<file path="src/hw/rtl/srdz_pkg.sv">
`timescale 1ns / 1ps
`default_nettype none

package srdz_pkg;

   localparam int FULL_SCALE    = 32767;
   localparam int LEFT_DZ_RST   = 7849;
   localparam int RIGHT_DZ_RST  = 8689;
   localparam int HALF_PI_Q12   = 6434;
   localparam int PI_Q12        = 12868;
   localparam logic [31:0] PI_TIMES_2P30 = 32'd3373259426;
   localparam int TABLE_LEN     = 24;
   localparam int CORDIC_STEPS_DEF = 16;

   // root of r2 * 2^16 needs 23 result bits, quotient needs 16
   localparam int SQRT_CELLS = 23;
   localparam int DIV_CELLS  = 16;
   localparam int SQ_W       = 47;
   localparam int CX_W       = 27;
   localparam int CZ_W       = 33;

   localparam logic [31:0] FULL_SCALE_SQ = 32'd1073676289;
   localparam logic [22:0] FULL_SCALE_L8 = 23'd8388352;

   typedef struct packed {
      logic signed [15:0] stick_x;
      logic signed [15:0] stick_y;
      logic               stick_sel;
   } req_type;

   typedef struct packed {
      logic [15:0]        magnitude;
      logic signed [15:0] angle;
      logic               stick_id;
   } rsp_type;

   typedef struct packed {
      logic [SQ_W-1:0] v;
      logic [SQ_W-1:0] root;
   } sqrt_type;

   typedef struct packed {
      logic [23:0] rem;
      logic [15:0] q;
      logic [22:0] d;
   } div_type;

   typedef struct packed {
      logic signed [CX_W-1:0] x;
      logic signed [CX_W-1:0] y;
      logic signed [CZ_W-1:0] z;
   } cordic_type;

   // atan(2^-i) with a full turn of 2^32
   function automatic logic [31:0] atan_turn(input int idx);
      logic [31:0] t;
      unique case (idx)
         0:  t = 32'h20000000;
         1:  t = 32'h12E4051E;
         2:  t = 32'h09FB385B;
         3:  t = 32'h051111D4;
         4:  t = 32'h028B0D43;
         5:  t = 32'h0145D7E1;
         6:  t = 32'h00A2F61E;
         7:  t = 32'h00517C55;
         8:  t = 32'h0028BE53;
         9:  t = 32'h00145F2F;
         10: t = 32'h000A2F98;
         11: t = 32'h000517CC;
         12: t = 32'h00028BE6;
         13: t = 32'h000145F3;
         14: t = 32'h0000A2FA;
         15: t = 32'h0000517D;
         16: t = 32'h000028BE;
         17: t = 32'h0000145F;
         18: t = 32'h00000A30;
         19: t = 32'h00000518;
         20: t = 32'h0000028C;
         21: t = 32'h00000146;
         22: t = 32'h000000A3;
         23: t = 32'h00000051;
         default: t = 32'h0;
      endcase
      return t;
   endfunction

endpackage

`default_nettype wire

</file>
<file path="src/hw/rtl/srdz_cordic_cell.sv">
`timescale 1ns / 1ps
`default_nettype none

module srdz_cordic_cell
   import srdz_pkg::*;
#(
   parameter int I      = 0,
   parameter int SIDE_W = 1
) (
   input  wire logic              clock,
   input  wire logic              en,
   input  wire cordic_type        d_in,
   input  wire logic [SIDE_W-1:0] side_in,
   output cordic_type             d_out,
   output logic [SIDE_W-1:0]      side_out
);

   localparam logic signed [CZ_W-1:0] ATAN = $signed({1'b0, atan_turn(I)});

   cordic_type        d_ff, d_in_nx;
   logic [SIDE_W-1:0] side_ff;

   // rotate toward the x axis, floor shifts
   always_comb begin
      if (!d_in.y[CX_W-1]) begin
         d_in_nx.x = d_in.x + (d_in.y >>> I);
         d_in_nx.y = d_in.y - (d_in.x >>> I);
         d_in_nx.z = d_in.z + ATAN;
      end else begin
         d_in_nx.x = d_in.x - (d_in.y >>> I);
         d_in_nx.y = d_in.y + (d_in.x >>> I);
         d_in_nx.z = d_in.z - ATAN;
      end
   end

   always_ff @(posedge clock) begin
      if (en) begin
         d_ff    <= d_in_nx;
         side_ff <= side_in;
      end
   end

   assign d_out    = d_ff;
   assign side_out = side_ff;

endmodule

`default_nettype wire

</file>
<file path="config.mk">
export PLATFORM = sky130hd
export DESIGN_NAME = srdz_cordic_cell
export DESIGN_NICKNAME = d
export VERILOG_FILES = /design/src/hw/rtl/srdz_pkg.sv /design/src/hw/rtl/srdz_cordic_cell.sv
export SDC_FILE = /design/constraint.sdc
export NUM_CORES = 1
export LEC_CHECK = 0
export ABC_AREA = 1
export BUFFER_PORTS_ARGS = -buffer_cell sky130_fd_sc_hd__buf_2
export CORE_ASPECT_RATIO = 1.75
export CORE_UTILIZATION = 32
export DETAILED_ROUTE_END_ITERATION = 8
export GPL_ROUTABILITY_DRIVEN = 0
export PLACE_DENSITY_LB_ADDON = 0.12
export RECOVER_POWER = 100
export SLEW_MARGIN = 15
export SYNTH_ARGS = -nofsm -noshare
export SYNTH_HDL_FRONTEND = slang
export SYNTH_SLANG_ARGS = --single-unit
</file>
<file path="constraint.sdc">
create_clock -name clock -period 2.1 [get_ports clock]
set_input_delay 0.21 -clock clock [delete_from_list [all_inputs] [get_ports clock]]
set_output_delay 0.21 -clock clock [all_outputs]
set_load 0.01 [all_outputs]
</file>
Word level (Yosys, flattened, before mapping)
Index checks and enable logic that the tools add are counted.
{"block": "totals", "word_cells": 10, "latch_bits": 0, "mem_bits_rw": 0, "rom_bits": 0, "regBits": 88, "n_memories": 0}
{"block": "classes", "reduce_logical": 0, "n_div": 0, "muxes": 1, "n_lt_le_gt_ge": 0, "shifts": 0, "n_bitwise": 0, "n_eq_ne": 0, "add_sub_neg": 5, "n_mul": 0}
{"operator": "87-bit two-way mux", "count": 1}
{"operator": "27-bit subtractor", "count": 2}
{"operator": "33-bit by 31-bit adder with 33-bit output, second input constant", "count": 1}
{"operator": "33-bit by 31-bit subtractor with 33-bit output, second input constant", "count": 1}
{"operator": "27-bit adder", "count": 1}

Longest topological paths before layout
{"block": "depth", "ltp_word": 2, "mapped_depth": 15, "mapped_depth_nobuf": 14}

Least setup slack after synthesis
OpenSTA, ideal clock, no wires.
{"block": "synth_timing", "path_kind": "input port to flip-flop", "start": "in d_in[33] in the netlist's numbering", "end": "reg d_ff, in the netlist d_out[57] (data pin)", "setup_time_ns": 0.254, "path_stages": 13, "arrival_time_ns": 1.551, "t_required_ns": 1.846, "n_path_buf": 0, "setup_slack_ns": 0.295, "cell_sequence": "inv_1 > ha_1 > fa_1 > inv_1 > nand2_1 > nand3_1 > nand2_1 > nand2_1 > nand2_1 > nand3_1 > nand2_1 > nand3_1 > nand2_1"}
{"item": "start: declaration", "line": "srdz_cordic_cell.sv:12", "text": "input wire cordic_type d_in,"}
{"item": "end signal: assignment", "line": "srdz_cordic_cell.sv:38", "text": "d_ff <= d_in_nx;"}
{"item": "end: declaration", "line": "srdz_cordic_cell.sv:20", "text": "cordic_type d_ff, d_in_nx;"}

==> impl_metrics.prom <==
# TYPE chip_impl_metric gauge
chip_impl_info{name="status",value="finished with violations"} 1
chip_impl_info{name="failed_checks",value="max-capacitance violations, max-slew violations"} 1
chip_impl_metric{name="die_area",unit="µm²"} 28300
chip_impl_info{name="ys.flop_type",value="sky130_fd_sc_hd__edfxtp_1"} 1
chip_impl_info{name="root_buf_cell",value="sky130_fd_sc_hd__clkbuf_16"} 1
chip_impl_metric{name="setup_violations",unit=""} 0
chip_impl_info{name="post-synth-top-count-cell",value="sky130_fd_sc_hd__nand2_1"} 1
chip_impl_metric{name="synth.top_cell.area_share",unit="%"} 29.6
chip_impl_metric{name="grt-ovfl-total",unit=""} 0
chip_impl_metric{name="multi_input_gate_area_in_the_final_layout",unit="µm²"} 5080
chip_impl_metric{name="power_leakage",unit="nW"} 6.24
chip_impl_metric{name="max-cap-violations",unit=""} 1
chip_impl_metric{name="post_drt_wl_per_cell",unit="µm"} 16.2
chip_impl_metric{name="ys_types",unit=""} 34
chip_impl_metric{name="clock_power_share",unit="%"} 27.5
chip_impl_metric{name="finalWorstPathRequiredPeriod",unit="ps"} 2000
chip_impl_metric{name="cpPeakStageDelay",unit="ps"} 500
chip_impl_metric{name="cts_max_path_buffers",unit=""} 2
chip_impl_metric{name="sequential_element_share_of_the_synthesized_area",unit="%"} 29.6
chip_impl_metric{name="layout.core_utilization",unit="%"} 43.2
chip_impl_metric{name="timing.final.hold_violations",unit=""} 0
chip_impl_metric{name="final_antenna_net_count",unit=""} 0
chip_impl_info{name="cp_cell_sequence",value="buf_2, inv_1, ha_1, nand2_2, clkbuf_4, nor2_2, nand2_1, clkbuf_4, a21oi_1, o21ai_0, nand3_1, nand2_1"} 1
chip_impl_metric{name="htreeDepth",unit=""} 3
chip_impl_metric{name="grt_pass1_wl",unit="µm"} 50700
chip_impl_metric{name="number_of_antenna_violations_at_the_first_check_in_global_routing",unit=""} 0
chip_impl_metric{name="critPathRequiredTime",unit="ps"} 2190
chip_impl_metric{name="die_h",unit="µm"} 222
chip_impl_metric{name="achievable-frequency",unit="MHz"} 499
chip_impl_info{name="startpoint_type",value="input pin"} 1
chip_impl_metric{name="number_of_design_rule_violations_left_by_the_first_detailed_router_iteration",unit=""} 659
chip_impl_metric{name="cts.reportedPaths.clkPinSlew",unit="ps"} 70
chip_impl_info{name="critical-path-slowest-cell",value="sky130_fd_sc_hd__ha_1"} 1
chip_impl_metric{name="power.net_switching",unit="W"} 0.00251
chip_impl_metric{name="cts-buffers-inserted",unit=""} 9
chip_impl_metric{name="post-place-ws",unit="ps"} -332
chip_impl_metric{name="final_nets",unit=""} 1864
chip_impl_metric{name="drv_slew",unit=""} 30
chip_impl_metric{name="n_antenna_cell",unit=""} 0
chip_impl_metric{name="power-per-cell-area",unit="nW/µm²"} 578
chip_impl_metric{name="fillerInstances",unit=""} 3011
chip_impl_metric{name="final_layout_size_suffix_gt1_share",unit="%"} 19.1
chip_impl_metric{name="post_synthesis_share_of_cell_area_spent_on_xor_and_xnor_gates",unit="%"} 1.89
chip_impl_info{name="synth_top_cells_by_area",value="sky130_fd_sc_hd__edfxtp_1 30%, sky130_fd_sc_hd__nand2_1 18%, sky130_fd_sc_hd__ha_1 13%, sky130_fd_sc_hd__inv_1 10%, sky130_fd_sc_hd__nand3_1 6.7%"} 1
chip_impl_metric{name="start_util",unit="%"} 32.4
chip_impl_metric{name="finalWirelength",unit="µm"} 33200
chip_impl_metric{name="port-buffer-count",unit=""} 177
chip_impl_metric{name="dieWidth",unit="µm"} 128
chip_impl_metric{name="synth.cell_area",unit="µm²"} 8820
chip_impl_metric{name="register_area",unit="µm²"} 2610
chip_impl_metric{name="power_frac_seq",unit="%"} 33.0
chip_impl_metric{name="tightest_slew",unit="ps"} 1640
chip_impl_metric{name="postSynthCellCount",unit=""} 1325
chip_impl_metric{name="synth_async_sr_flop_share",unit="%"} 0
chip_impl_metric{name="cts.sink_count",unit=""} 87
chip_impl_metric{name="synth.avg_cell_area",unit="µm²"} 6.66
chip_impl_metric{name="floorplan.io_pins",unit=""} 178
chip_impl_info{name="timing.critical_path.to_type",value="register"} 1
chip_impl_metric{name="post-route-worst-setup-slack",unit="ps"} 95.8
chip_impl_metric{name="synth_fa_ha_area_share",unit="%"} 13.5
chip_impl_metric{name="first_pass_iters",unit=""} 6
chip_impl_metric{name="synth_compound_area_share",unit="%"} 9.83
chip_impl_metric{name="p_sw_share",unit="%"} 36.9
chip_impl_metric{name="timing.hold.worst_path_depth",unit=""} 1
chip_impl_info{name="hold_path_class",value="input pin to register"} 1
chip_impl_info{name="synth_commonest_cells",value="423 x sky130_fd_sc_hd__nand2_1, 246 x sky130_fd_sc_hd__inv_1, 119 x sky130_fd_sc_hd__nand3_1"} 1
chip_impl_info{name="holdCritStartpoint",value="d_in[3]"} 1
chip_impl_metric{name="grt_pass1_vias",unit=""} 9647
chip_impl_metric{name="area_share_of_and_or_nand_nor_cells_after_synthesis",unit="%"} 32.3
chip_impl_info{name="synth_top_family_by_area",value="simple AND/OR/NAND/NOR gates"} 1
chip_impl_metric{name="yosysWarnings",unit=""} 0
chip_impl_metric{name="hpwlAfterDp",unit="µm"} 28200
chip_impl_metric{name="synthMuxAreaShare",unit="%"} 0
chip_impl_metric{name="postSynthRegisterBits",unit=""} 87
chip_impl_metric{name="count_of_flip_flops_with_a_built_in_enable_after_synthesis",unit=""} 87
chip_impl_info{name="timing_worst_setup_path_type",value="input pin to register"} 1
chip_impl_metric{name="pin_count_of_the_biggest_net_entering_global_routing",unit=""} 51
chip_impl_metric{name="area_delta_synth_final",unit="%"} 33.3
chip_impl_metric{name="row_count",unit=""} 80
chip_impl_info{name="yosys.area.top_type",value="sky130_fd_sc_hd__edfxtp_1"} 1
chip_impl_metric{name="worstPathArrival",unit="ps"} 2100
chip_impl_metric{name="timing.final.crit_share",unit="%"} 95.4
chip_impl_metric{name="net_count_after_synthesis",unit=""} 1508
chip_impl_info{name="hold_end",value="d_out[3]"} 1
chip_impl_metric{name="grt_use_total",unit="%"} 24.0
chip_impl_metric{name="vdd.ir_drop.worst",unit="mV"} 0.429
chip_impl_metric{name="share_comb_of_total_power",unit="%"} 39.5
chip_impl_metric{name="power.internal",unit="W"} 0.00429
chip_impl_metric{name="num_vias",unit=""} 9671
chip_impl_metric{name="cp_max_fo",unit=""} 8
chip_impl_metric{name="slew_hr",unit="%"} -9.37
chip_impl_info{name="cts_tree",value="yes"} 1
chip_impl_metric{name="post-route-drc-count",unit=""} 0
chip_impl_metric{name="fp.coreArea",unit="µm²"} 27200
chip_impl_metric{name="drt-vias-per-instance",unit=""} 4.71
==> registers in the layout (all words and copies together), names as in the netlist <==
signal	count
d_out	86
side_out	1
==> worst max-delay path, delay by kind of cell <==
family / cells / cell delay (ps)
buf+inv: 4 / 450
simple gates: 5 / 610
fa+ha+maj: 1 / 500
compound gates: 2 / 300
==> cell usage in the layout (no fill, tap or decap), types with 5 or more instances in the layout <==
cell type / synthesis / routed
sky130_fd_sc_hd__clkbuf_4: 0 / 13
sky130_fd_sc_hd__a21oi_1: 80 / 81
sky130_fd_sc_hd__nand3_1: 119 / 119
sky130_fd_sc_hd__o22ai_1: 5 / 5
sky130_fd_sc_hd__o21bai_1: 15 / 15
sky130_fd_sc_hd__nand4_1: 29 / 29
sky130_fd_sc_hd__buf_4: 6 / 180
sky130_fd_sc_hd__ha_1: 89 / 87
sky130_fd_sc_hd__nor2_1: 86 / 86
sky130_fd_sc_hd__xnor2_1: 6 / 6
sky130_fd_sc_hd__o21ai_0: 47 / 47
sky130_fd_sc_hd__buf_2: 16 / 87
sky130_fd_sc_hd__nand2_1: 423 / 424
sky130_fd_sc_hd__inv_1: 246 / 246
sky130_fd_sc_hd__edfxtp_1: 87 / 87
sky130_fd_sc_hd__clkbuf_1: 5 / 92
sky130_fd_sc_hd__o21ai_1: 6 / 6
sky130_fd_sc_hd__xor2_1: 13 / 13
sky130_fd_sc_hd__nor2_2: 8 / 8
sky130_fd_sc_hd__clkbuf_16: 0 / 9
==> layer usage <==
metal / share of wire (%) / vias up / wire (µm) / track usage, %
li1: - / 4908 / - / -
met1: 35 / 4361 / 11600 / 23.1
met2: 54 / 311 / 17900 / 46.5
met3: 4.0 / 91 / 1330 / 2.29
met4: 7.3 / 0 / 2440 / 16.8
met5: 0 / - / 0 / 0
==> cell type report <==
| cell class | instances | share of cell area [%] |
|---|---|---|
| multi-input cells | 954 | 43.2 |
| flip-flops and latches | 87 | 22.2 |
| repair buffers | 380 | 19.8 |
| inverters | 249 | 7.94 |
| well taps | 369 | 3.92 |
| clock buffers | 9 | 1.91 |
| clock inverters | 7 | 0.957 |
==> what timing repair did <==
| item | 4_1_cts | 5_1_grt |
|---|---|---|
| setup buffers | 0 | 0 |
| endpoints found under the setup margin | 0 | 8 |
| hold buffers | 4 | 0 |
| hold endpoints to repair | 4 | 0 |
| resized for setup | 0 | 5 |
==> worst max path at each step <==
stage	start	slack (ps)	cells after the start	to
2_1_floorplan	d_in[33]	300	13	d_out[57]
3_3_place_gp	d_in[46]	-330	12	d_out[84]
3_5_place_dp	d_in[46]	-330	12	d_out[84]
4_1_cts	d_in[46]	70	12	d_out[84]
5_1_grt	d_in[47]	-5	13	d_out[56]
6_report	d_in[41]	100	12	d_out[48]
==> cell families (layout without fill, tap and decap cells) <==
group / count (synthesis) / in the layout
buf+inv: 284 / 645
flops: 87 / 87
xor+xnor: 19 / 19
simple gates: 681 / 681
compound gates: 161 / 161
fa+ha+maj: 93 / 93
==> power groups by stage <==
stage | logic (W) | registers, W | clock network (W)
6_report | 0.00268 | 0.00224 | 0.00187
5_1_grt | 0.00297 | 0.00227 | 0.00196
4_1_cts | 0.00275 | 0.00224 | 0.00193
3_5_place_dp | 0.00273 | 0.00228 | 0
3_3_place_gp | 0.00272 | 0.00228 | 0
2_1_floorplan | 0.00130 | 0.00238 | 0
==> stage by stage <==
stage,power [W],instance area (µm²),setup TNS [ps],std cells,hold WS [ps]
2_1_floorplan,0.00368,8820,0,1325,309
3_3_place_gp,0.00500,11500,-5320,2035,387
3_5_place_dp,0.00501,11500,-5390,2035,388
4_1_cts,0.00692,11900,0,2055,0.551
5_1_grt,0.00720,11800,-4.71,2055,6.09
6_report,0.00680,11800,0,2055,16.6
(Power assumes the default switching activity.)
