===== config.mk =====
export PLATFORM = sky130hd
export DESIGN_NAME = srdz_sqrt_cell
export DESIGN_NICKNAME = d
export VERILOG_FILES = /design/src/hw/rtl/srdz_pkg.sv /design/src/hw/rtl/srdz_sqrt_cell.sv
export SDC_FILE = /design/constraint.sdc
export NUM_CORES = 1
export LEC_CHECK = 0
export BUFFER_PORTS_ARGS = -buffer_cell sky130_fd_sc_hd__buf_2
export CELL_PAD_IN_SITES_DETAIL_PLACEMENT = 0
export CELL_PAD_IN_SITES_GLOBAL_PLACEMENT = 2
export CORE_MARGIN = 2
export CORE_UTILIZATION = 33
export CTS_BUF_LIST = sky130_fd_sc_hd__clkbuf_16
export DETAILED_ROUTE_END_ITERATION = 10
export PLACE_DENSITY_LB_ADDON = 0.1
export SYNTH_ARGS = -nofsm -noshare
export SYNTH_HDL_FRONTEND = slang
export SYNTH_SLANG_ARGS = --single-unit

===== constraint.sdc =====
create_clock -name clock -period 6.6 [get_ports clock]
set_input_delay 0.33 -clock clock [delete_from_list [all_inputs] [get_ports clock]]
set_output_delay 0.33 -clock clock [all_outputs]
set_load 0.005 [all_outputs]

===== src/hw/rtl/srdz_pkg.sv =====
`timescale 1ns / 1ps
`default_nettype none

package srdz_pkg;

   localparam int FULL_SCALE    = 32767;
   localparam int LEFT_DZ_RST   = 7849;
   localparam int RIGHT_DZ_RST  = 8689;
   localparam int HALF_PI_Q12   = 6434;
   localparam int PI_Q12        = 12868;
   localparam logic [31:0] PI_TIMES_2P30 = 32'd3373259426;
   localparam int TABLE_LEN     = 24;
   localparam int CORDIC_STEPS_DEF = 16;

   // root of r2 * 2^16 needs 23 result bits, quotient needs 16
   localparam int SQRT_CELLS = 23;
   localparam int DIV_CELLS  = 16;
   localparam int SQ_W       = 47;
   localparam int CX_W       = 27;
   localparam int CZ_W       = 33;

   localparam logic [31:0] FULL_SCALE_SQ = 32'd1073676289;
   localparam logic [22:0] FULL_SCALE_L8 = 23'd8388352;

   typedef struct packed {
      logic signed [15:0] stick_x;
      logic signed [15:0] stick_y;
      logic               stick_sel;
   } req_type;

   typedef struct packed {
      logic [15:0]        magnitude;
      logic signed [15:0] angle;
      logic               stick_id;
   } rsp_type;

   typedef struct packed {
      logic [SQ_W-1:0] v;
      logic [SQ_W-1:0] root;
   } sqrt_type;

   typedef struct packed {
      logic [23:0] rem;
      logic [15:0] q;
      logic [22:0] d;
   } div_type;

   typedef struct packed {
      logic signed [CX_W-1:0] x;
      logic signed [CX_W-1:0] y;
      logic signed [CZ_W-1:0] z;
   } cordic_type;

   // atan(2^-i) with a full turn of 2^32
   function automatic logic [31:0] atan_turn(input int idx);
      logic [31:0] t;
      unique case (idx)
         0:  t = 32'h20000000;
         1:  t = 32'h12E4051E;
         2:  t = 32'h09FB385B;
         3:  t = 32'h051111D4;
         4:  t = 32'h028B0D43;
         5:  t = 32'h0145D7E1;
         6:  t = 32'h00A2F61E;
         7:  t = 32'h00517C55;
         8:  t = 32'h0028BE53;
         9:  t = 32'h00145F2F;
         10: t = 32'h000A2F98;
         11: t = 32'h000517CC;
         12: t = 32'h00028BE6;
         13: t = 32'h000145F3;
         14: t = 32'h0000A2FA;
         15: t = 32'h0000517D;
         16: t = 32'h000028BE;
         17: t = 32'h0000145F;
         18: t = 32'h00000A30;
         19: t = 32'h00000518;
         20: t = 32'h0000028C;
         21: t = 32'h00000146;
         22: t = 32'h000000A3;
         23: t = 32'h00000051;
         default: t = 32'h0;
      endcase
      return t;
   endfunction

endpackage

`default_nettype wire


===== src/hw/rtl/srdz_sqrt_cell.sv =====
`timescale 1ns / 1ps
`default_nettype none

module srdz_sqrt_cell
   import srdz_pkg::*;
#(
   parameter int K      = 0,
   parameter int SIDE_W = 1
) (
   input  wire logic              clock,
   input  wire logic              en,
   input  wire sqrt_type          d_in,
   input  wire logic [SIDE_W-1:0] side_in,
   output sqrt_type               d_out,
   output logic [SIDE_W-1:0]      side_out
);

   localparam logic [SQ_W-1:0] BIT = SQ_W'(1) << (2 * K);

   sqrt_type        d_ff, d_in_nx;
   logic [SQ_W-1:0] sum;

   // one result bit: try root + bit against the remainder
   always_comb begin
      sum = d_in.root + BIT;
      if (d_in.v >= sum) begin
         d_in_nx.v    = d_in.v - sum;
         d_in_nx.root = (d_in.root >> 1) + BIT;
      end else begin
         d_in_nx.v    = d_in.v;
         d_in_nx.root = d_in.root >> 1;
      end
   end

   logic [SIDE_W-1:0] side_ff;

   always_ff @(posedge clock) begin
      if (en) begin
         d_ff    <= d_in_nx;
         side_ff <= side_in;
      end
   end

   assign d_out    = d_ff;
   assign side_out = side_ff;

endmodule

`default_nettype wire


## Yosys cells after proc, flatten, opt, wreduce, memory -nomap -nowiden

Index checks and enable logic that the tools add are counted.

| storage, ports and cells | value |
|---|---|
| word-level logic and storage cells | 9 |
| output and inout port bits | 95 |
| bits in registers | 95 |
| input port bits | 97 |

| operators by class | value |
|---|---|
| order comparisons | 1 |
| mux-type cells | 1 |
| add/subtract/negate cells | 3 |

Operators with widths:

| kind | count |
|---|---|
| $mux 94 | 1 |
| $add 46x1->47 const B | 1 |
| $add 47x1->47 const B | 1 |
| $ge 47x47->1 | 1 |
| $sub 47x47->47 | 1 |

## Logic depth before layout (Yosys ltp)

Gate-level depths: netlist of the first run.

| logic depth | value |
|---|---|
| word-level depth | 3 |
| depth in mapped cells | 24 |
| gate-level depth less buffers | 20 |

## Worst setup path before layout of the first run

No wires, ideal clock.

| timing path | value |
|---|---|
| path type | input to register |
| from | in d_in[3] (netlist name) |
| to | reg d_ff, in the netlist d_out[87] (data pin) |
| required time | 6.340 ns |
| library setup time | 0.260 ns |
| path buffers | 4 |
| arrival | 4.411 ns |
| stages | 20 |
| slack | 1.930 ns |
| cell sequence | clkbuf_1 nand2_1 nor2_1 and3_1 and3_1 nand2_1 nor3_1 nand2_1 xor2_1 ha_1 buf_2 nand4_2 or4_4 nor3_2 a31oi_1 o21a_2 o41ai_4 buf_6 buf_2 mux2_2 |

RTL lines:

| element | RTL line | source |
|---|---|---|
| start: declaration | srdz_sqrt_cell.sv:12 | `input wire sqrt_type d_in,` |
| end signal: assignment | srdz_sqrt_cell.sv:39 | `d_ff <= d_in_nx;` |
| end: declaration | srdz_sqrt_cell.sv:20 | `sqrt_type d_ff, d_in_nx;` |

==> impl_metrics.py, run 1 <==
metrics = {
    "timing": {
        "tightest_slew_ps": 825,
        "relSlewSlack_pct": 44.8,
        "rsz0062_at_grt": "no",
        "drv_slew": 0,
        "finalSetupViolations": 0,
        "fin_crit_ps": 5490,
        "max_freq_ghz": 0.182,
        "post-route-period-util_pct": 83.1,
        "tns_ps": 0,
        "hold_viol": 0,
        "layout_setup_ws_ps": 1110,
    },
    "logic_synthesis": {
        "ys_seq_area_share_pct": 36.3,
        "muxShareOfSynthArea_pct": 1.56,
        "synthArstFlopShare_pct": 0,
        "synth_area_leader_cell": "edfxtp_1",
        "ys_seq_elements": 95,
        "yosys.area_share.xor_xnor_pct": 14.6,
        "synth.distinct_cells": 64,
        "synth_nets": 1018,
        "synth_fa_ha_area_share_pct": 8.05,
        "synth_top_area_share_pct": 36.3,
        "synth-simple-area-share_pct": 20.1,
        "syn_area_per_cell_um2": 9.03,
        "synth_area_um2": 7870,
        "synthCells": 871,
        "synthTopCellsByArea": "edfxtp_1 (36%), xnor2_1 (7.9%), ha_1 (7.8%)",
        "synth_compound_gate_area_share_pct": 15.5,
        "synth_top_family_by_area": "simple AND/OR/NAND/NOR gates",
        "ys.flop_type": "edfxtp_1",
        "synth_edf_count": 95,
        "ys_warn_count": 0,
    },
    "cells_and_area": {
        "drive_above_1_share_pct": 23.7,
        "final_cells": 1360,
        "seq_area_um2": 2850,
        "final_nets": 1180,
        "syn_to_final_growth_pct": 18.8,
        "fillers": 2470,
        "multi_input_area_um2": 4710,
    },
    "floorplanning": {
        "fp.dieH_um": 158,
        "rows": 56,
        "die_x_um": 158,
        "initial_utilization_pct": 33.5,
        "core_area_um2": 23500,
        "dieArea_um2": 25100,
        "top_level_ports": 192,
    },
    "critical_path": {
        "cp_common_cell": "and3_1",
        "critPathKind": "in2reg",
        "cp.arrival_ps": 5590,
        "path_cells": "buf_2, ha_1, nand3_1, nor2_1, and3_1, and3_1, nand2_1, nor3_1, buf_4, nand4_1, xor2_1, ha_1, nand2_1, nor4_1, and3_1, a21bo_2, o21ai_4, o41ai_4, buf_4, and3_1, nand4_1, xnor2_1",
        "cp_max_fo": 29,
        "worstPathRequired_ps": 6710,
        "worstSetupEndpointType": "flip-flop",
        "slowest_delay_ps": 760,
        "critPathSlowestCell": "o41ai_4",
        "start_kind": "input port",
    },
    "placed_design": {
        "gp_congestion": 0.863,
        "dp_hpwl_um": 21900,
        "dp.cells": 1341,
        "portBuffers": 191,
        "dp_slack_ps": 773,
    },
    "power_and_ir_drop": {
        "finalPower_w": 0.00187,
        "power.leakage_nw": 3.80,
        "powerDensity_nw_per_um2": 201,
        "max-vdd-ir-drop_v": 0.000104,
    },
    "min_path": {
        "holdCritPathClass": "in2reg",
    },
    "global_route": {
        "grt_pass1_wl_um": 40300,
        "grt_max_degree": 56,
        "grt_pass1_vias": 6902,
        "overflow": 0,
        "grt_use_total_pct": 21.6,
        "antenna_found_initial": 5,
    },
    "clocking": {
        "clkTransAtPathRegs_ps": 70,
        "cts_buffers": 9,
        "clockRootBuffer": "clkbuf_16",
        "post_cts_resize_count": 0,
        "cts_hold_buf": 0,
        "clock_sinks": 95,
        "cts_buffer_depth": 2,
        "cts_tree": "yes",
        "post_cts_buffers": 0,
        "htreeDepth": 3,
    },
    "routing": {
        "drt-pass1-iter-count": 5,
        "drc": 0,
        "num_vias": 7027,
        "totalWireLength_um": 27100,
        "avgRoutedWirePerCell_um": 19.9,
        "drt_iter0_markers": 486,
        "antenna_left": 0,
        "avgViaCountPerCell": 5.17,
    },
    "run": {
        "maxCapViolCount": 0,
    },
    "status": {
        "status": "finished, final reports clean",
    },
}
-- cells in the final DEF, fill, tap and decap left out, types with 24 or more instances in the layout --
cell,instances
nand2_1,74
nor2_1,96
edfxtp_1,95
ha_1,49
nand3_1,38
xor2_1,60
buf_2,190
o21ai_0,24
xnor2_1,71
a21o_1,30
a21oi_1,85
nand4_1,42
-- state kept, by name, indices dropped and copies added, names as in the netlist --
name and flops:
d_out 94, side_out 1
-- path summary, 6_finish.rpt --
check	slack [ps]	start	cells past startpoint	to
max	1110	d_in[1]	22	d_out[22]
min	150	side_in	1	side_out
-- critical path, delay by kind of cell --
kind	cells	cell delay (ps)
compound gates	3	1040
xor+xnor	2	330
fa+ha+maj	2	650
buf+inv	3	780
simple gates	12	2450
-- per-stage QoR --
stage | hold WS [ps] | utilization, % | instance area, um2
final | 146 | 39.8 | 9350
after global routing | 143 | 39.8 | 9340
after CTS | 134 | 39.8 | 9340
after detailed placement | 511 | 38.6 | 9060
after global placement | 510 | 38.6 | 9060
after floorplan | 429 | - | 7870
-- synth_stat cells (all sizes together) (9+ instances only) --
master	number
nor3	15
nand2	75
xor2	60
a21o	30
o21bai	9
a31oi	9
nor2	96
o21ai	26
mux2	10
nand4	43
edfxtp	95
buf	28
clkbuf	21
a21oi	86
and3	16
ha	49
xnor2	71
nand3	38
inv	17
-- power by group --
part	switching (W)	internal [W]
sequential	0.0000202	0.000750
clock	0.000257	0.000257
combinational	0.000347	0.000243
-- layer usage --
layer  global-route usage, %  share of wire (%)  wire length, um
met2                    34.4                 45            12200
met5                       0               0.10               27
met4                    6.09                1.6              428
met1                    29.9                 47            12600
met3                    4.22                6.7             1820
-- cell type report --
class	count	share of cell area (%)
repair buffers	200	11.1
well taps	319	4.27
diodes	3	0.0803
flip-flops and latches	95	30.5
multi-input cells	710	50.4
clock inverters	7	0.536
inverters	17	0.683
clock buffers	9	2.41
-- kinds of logic after synthesis --
family / count (synthesis)
adders and majority gates: 50
xor gates and xnor gates: 131
buffers and inverters: 66
muxes: 11
AOI/OAI and AO/OA: 192
DFF: 95
and+or+nand+nor: 326
Power figures use the tool's default switching activity.
==> run 2, diff against run 1 <==
ABC_AREA = 1   (was default)
CORE_UTILIZATION = 27   (was 33)
clock period = 4.9 ns   (was 6.6 ns; I/O delays follow)
==> impl_metrics.py, run 2 <==
metrics = {
    "status": {
        "status": "finished, final reports clean",
    },
    "critical_path": {
        "cp_common_cell": "nand2_1",
        "start_kind": "input port",
        "worstPathRequired_ps": 5030,
        "cp.arrival_ps": 4550,
        "path_cells": "buf_2, ha_1, inv_1, nor2_2, nand2_1, nor2_2, nand4_1, nor2_1, nand2_1, xor2_1, ha_1, nand2_1, nor2_1, inv_2, nor2_2, nand2_1, inv_1, nand2_1, nand4_4, buf_12, buf_4, o21ai_1",
        "timing.critical_path.buf_inv": 6,
        "cp_max_fo": 39,
        "slowest_delay_ps": 460,
        "critPathSlowestCell": "ha_1",
        "worstSetupEndpointType": "flip-flop",
        "crit_family": "simple AND/OR/NAND/NOR gates",
        "critPathKind": "in2reg",
    },
    "global_route": {
        "grt_pass1_vias": 10235,
        "antenna_found_initial": 0,
        "grt_max_degree": 60,
        "grt_pass1_wl_um": 67500,
        "grt_use_total_pct": 24.0,
        "overflow": 0,
    },
    "floorplanning": {
        "die_x_um": 198,
        "dieArea_um2": 39300,
        "rows": 71,
        "fp.dieH_um": 198,
        "initial_utilization_pct": 27.2,
        "core_area_um2": 37400,
        "top_level_ports": 192,
    },
    "clocking": {
        "cts_buffer_depth": 2,
        "htreeDepth": 3,
        "clkTransAtPathRegs_ps": 70,
        "clock_sinks": 95,
        "cts_tree": "yes",
        "clockRootBuffer": "clkbuf_16",
        "post_cts_resize_count": 0,
        "cts_hold_buf": 0,
        "post_cts_buffers": 0,
        "cts_buffers": 9,
    },
    "routing": {
        "drt_iter0_markers": 612,
        "num_vias": 10624,
        "drt-pass1-iter-count": 4,
        "drc": 0,
        "avgViaCountPerCell": 4.55,
        "avgRoutedWirePerCell_um": 19.9,
        "totalWireLength_um": 46600,
        "antenna_left": 0,
    },
    "timing": {
        "rsz0062_at_grt": "no",
        "tightest_slew_ps": 892,
        "hold_viol": 0,
        "tns_ps": 0,
        "post-route-period-util_pct": 90.1,
        "relSlewSlack_pct": 40.5,
        "fin_crit_ps": 4410,
        "max_freq_ghz": 0.227,
        "holdWs_ps": 33.0,
        "drv_slew": 0,
        "finalSetupViolations": 0,
    },
    "logic_synthesis": {
        "synth_area_leader_cell": "edfxtp_1",
        "netlist_top_cells_count": "nand2_1 (602), inv_1 (272), nand3_1 (154)",
        "synth_area_um2": 10200,
        "ys_seq_elements": 95,
        "synthArstFlopShare_pct": 0,
        "syn_area_per_cell_um2": 6.29,
        "synth.distinct_cells": 33,
        "yosysMostFrequentCell": "nand2_1",
        "synth_top_area_share_pct": 28.0,
        "ys.flop_type": "edfxtp_1",
        "synth_edf_count": 95,
        "synthCells": 1619,
        "synth_nets": 1766,
        "ys_warn_count": 0,
        "synthTopCellsByArea": "edfxtp_1 (28%), nand2_1 (22%), inv_1 (10%)",
        "ys_seq_area_share_pct": 28.0,
    },
    "cells_and_area": {
        "drive_above_1_share_pct": 14.2,
        "final_util_pct": 32.4,
        "syn_to_final_growth_pct": 19.0,
        "largest_reg_flops": 94,
        "finalInstanceArea_um2": 12100,
        "antenna_cells": 0,
        "final_cell_mix": "nand2_1 (602), inv_1 (272), buf_2 (190)",
        "final_nets": 1969,
        "layout_commonest_cell": "nand2_1",
    },
    "power_and_ir_drop": {
        "powerDensity_nw_per_um2": 236,
        "p_int_w": 0.00175,
        "p_sw_w": 0.00111,
        "max-vdd-ir-drop_v": 0.000183,
        "pwr-share-comb_pct": 38.3,
        "finalPower_w": 0.00286,
        "seqPwrFrac_pct": 37.2,
        "power.leakage_nw": 6.22,
        "switching_share_pct": 38.7,
        "clkPwrFrac_pct": 24.5,
    },
    "placed_design": {
        "portBuffers": 191,
        "gp_congestion": 0.899,
        "dpl_cell_area_um2": 11900,
        "dp_hpwl_um": 40400,
    },
    "run": {
        "maxCapViolCount": 0,
    },
    "min_path": {
        "min-delay-start": "side_in",
        "holdCritPathClass": "in2reg",
        "hold_depth": 1,
        "hold_end": "side_out",
    },
}
==> run 2: changes by cell type in the layout (fill, tap and decap cells not counted), sizes merged, moves of 21 or more <==
cell,change
nand2,+533
inv,+263
nand3,+116
xor2,+44
nor3,+25
nor2,+53
buf,+21
xnor2,-64
nand4,-24
a21oi,-57
a21o,-28
==> run 2: logic make-up after synthesis <==
kind of cell,share of synthesized area (%)
buf+inv,12.7
simple gates,39.7
flops,28.0
compound gates,3.83
fa+ha+maj,6.22
xor+xnor,9.55
==> run 2: worst max-delay path by stage <==
stage                        from        end  slack [ps]  cells after the start
after floorplan           d_in[0]  d_out[17]        1720                     21
after global placement    d_in[0]  d_out[47]         170                     22
after detailed placement  d_in[0]   d_out[5]         170                     22
after CTS                 d_in[0]  d_out[48]         570                     22
after global routing      d_in[0]  d_out[48]         100                     22
final                     d_in[1]  d_out[48]         490                     22
==> run 2: layout make-up <==
class	count	area (um2)
multi-input cells	1215	6050
repair buffers	221	1260
flip-flops and latches	95	2850
fillers	4282	25300
inverters	280	1050
clock inverters	6	45.0
clock buffers	9	225
well taps	511	639
==> run 2: power groups by stage <==
stage          Combinational, W  Sequential, W  Clock (W)
4_1_cts                 0.00111        0.00107   0.000737
3_5_place_dp            0.00110        0.00108          0
3_3_place_gp            0.00111        0.00108          0
5_1_grt                 0.00123        0.00108   0.000755
6_report                0.00110        0.00106   0.000702
2_1_floorplan          0.000620        0.00110          0
==> run 2: layer usage <==
metal / up-vias / part of all wire [%] / global-route usage [%]
met4: 0 / 1.7 / 6.24
met1: 4874 / 48 / 33.6
met2: 253 / 46 / 39.1
li1: 5471 / - / -
met3: 26 / 4.5 / 2.91
met5: - / 0 / 0
==> run 2: stage by stage <==
stage	std cells	worst slack (ps)
after CTS	2337	572
after global placement	2322	175
after detailed placement	2322	168
final	2337	487
after floorplan	1619	1720
after global routing	2337	96.6
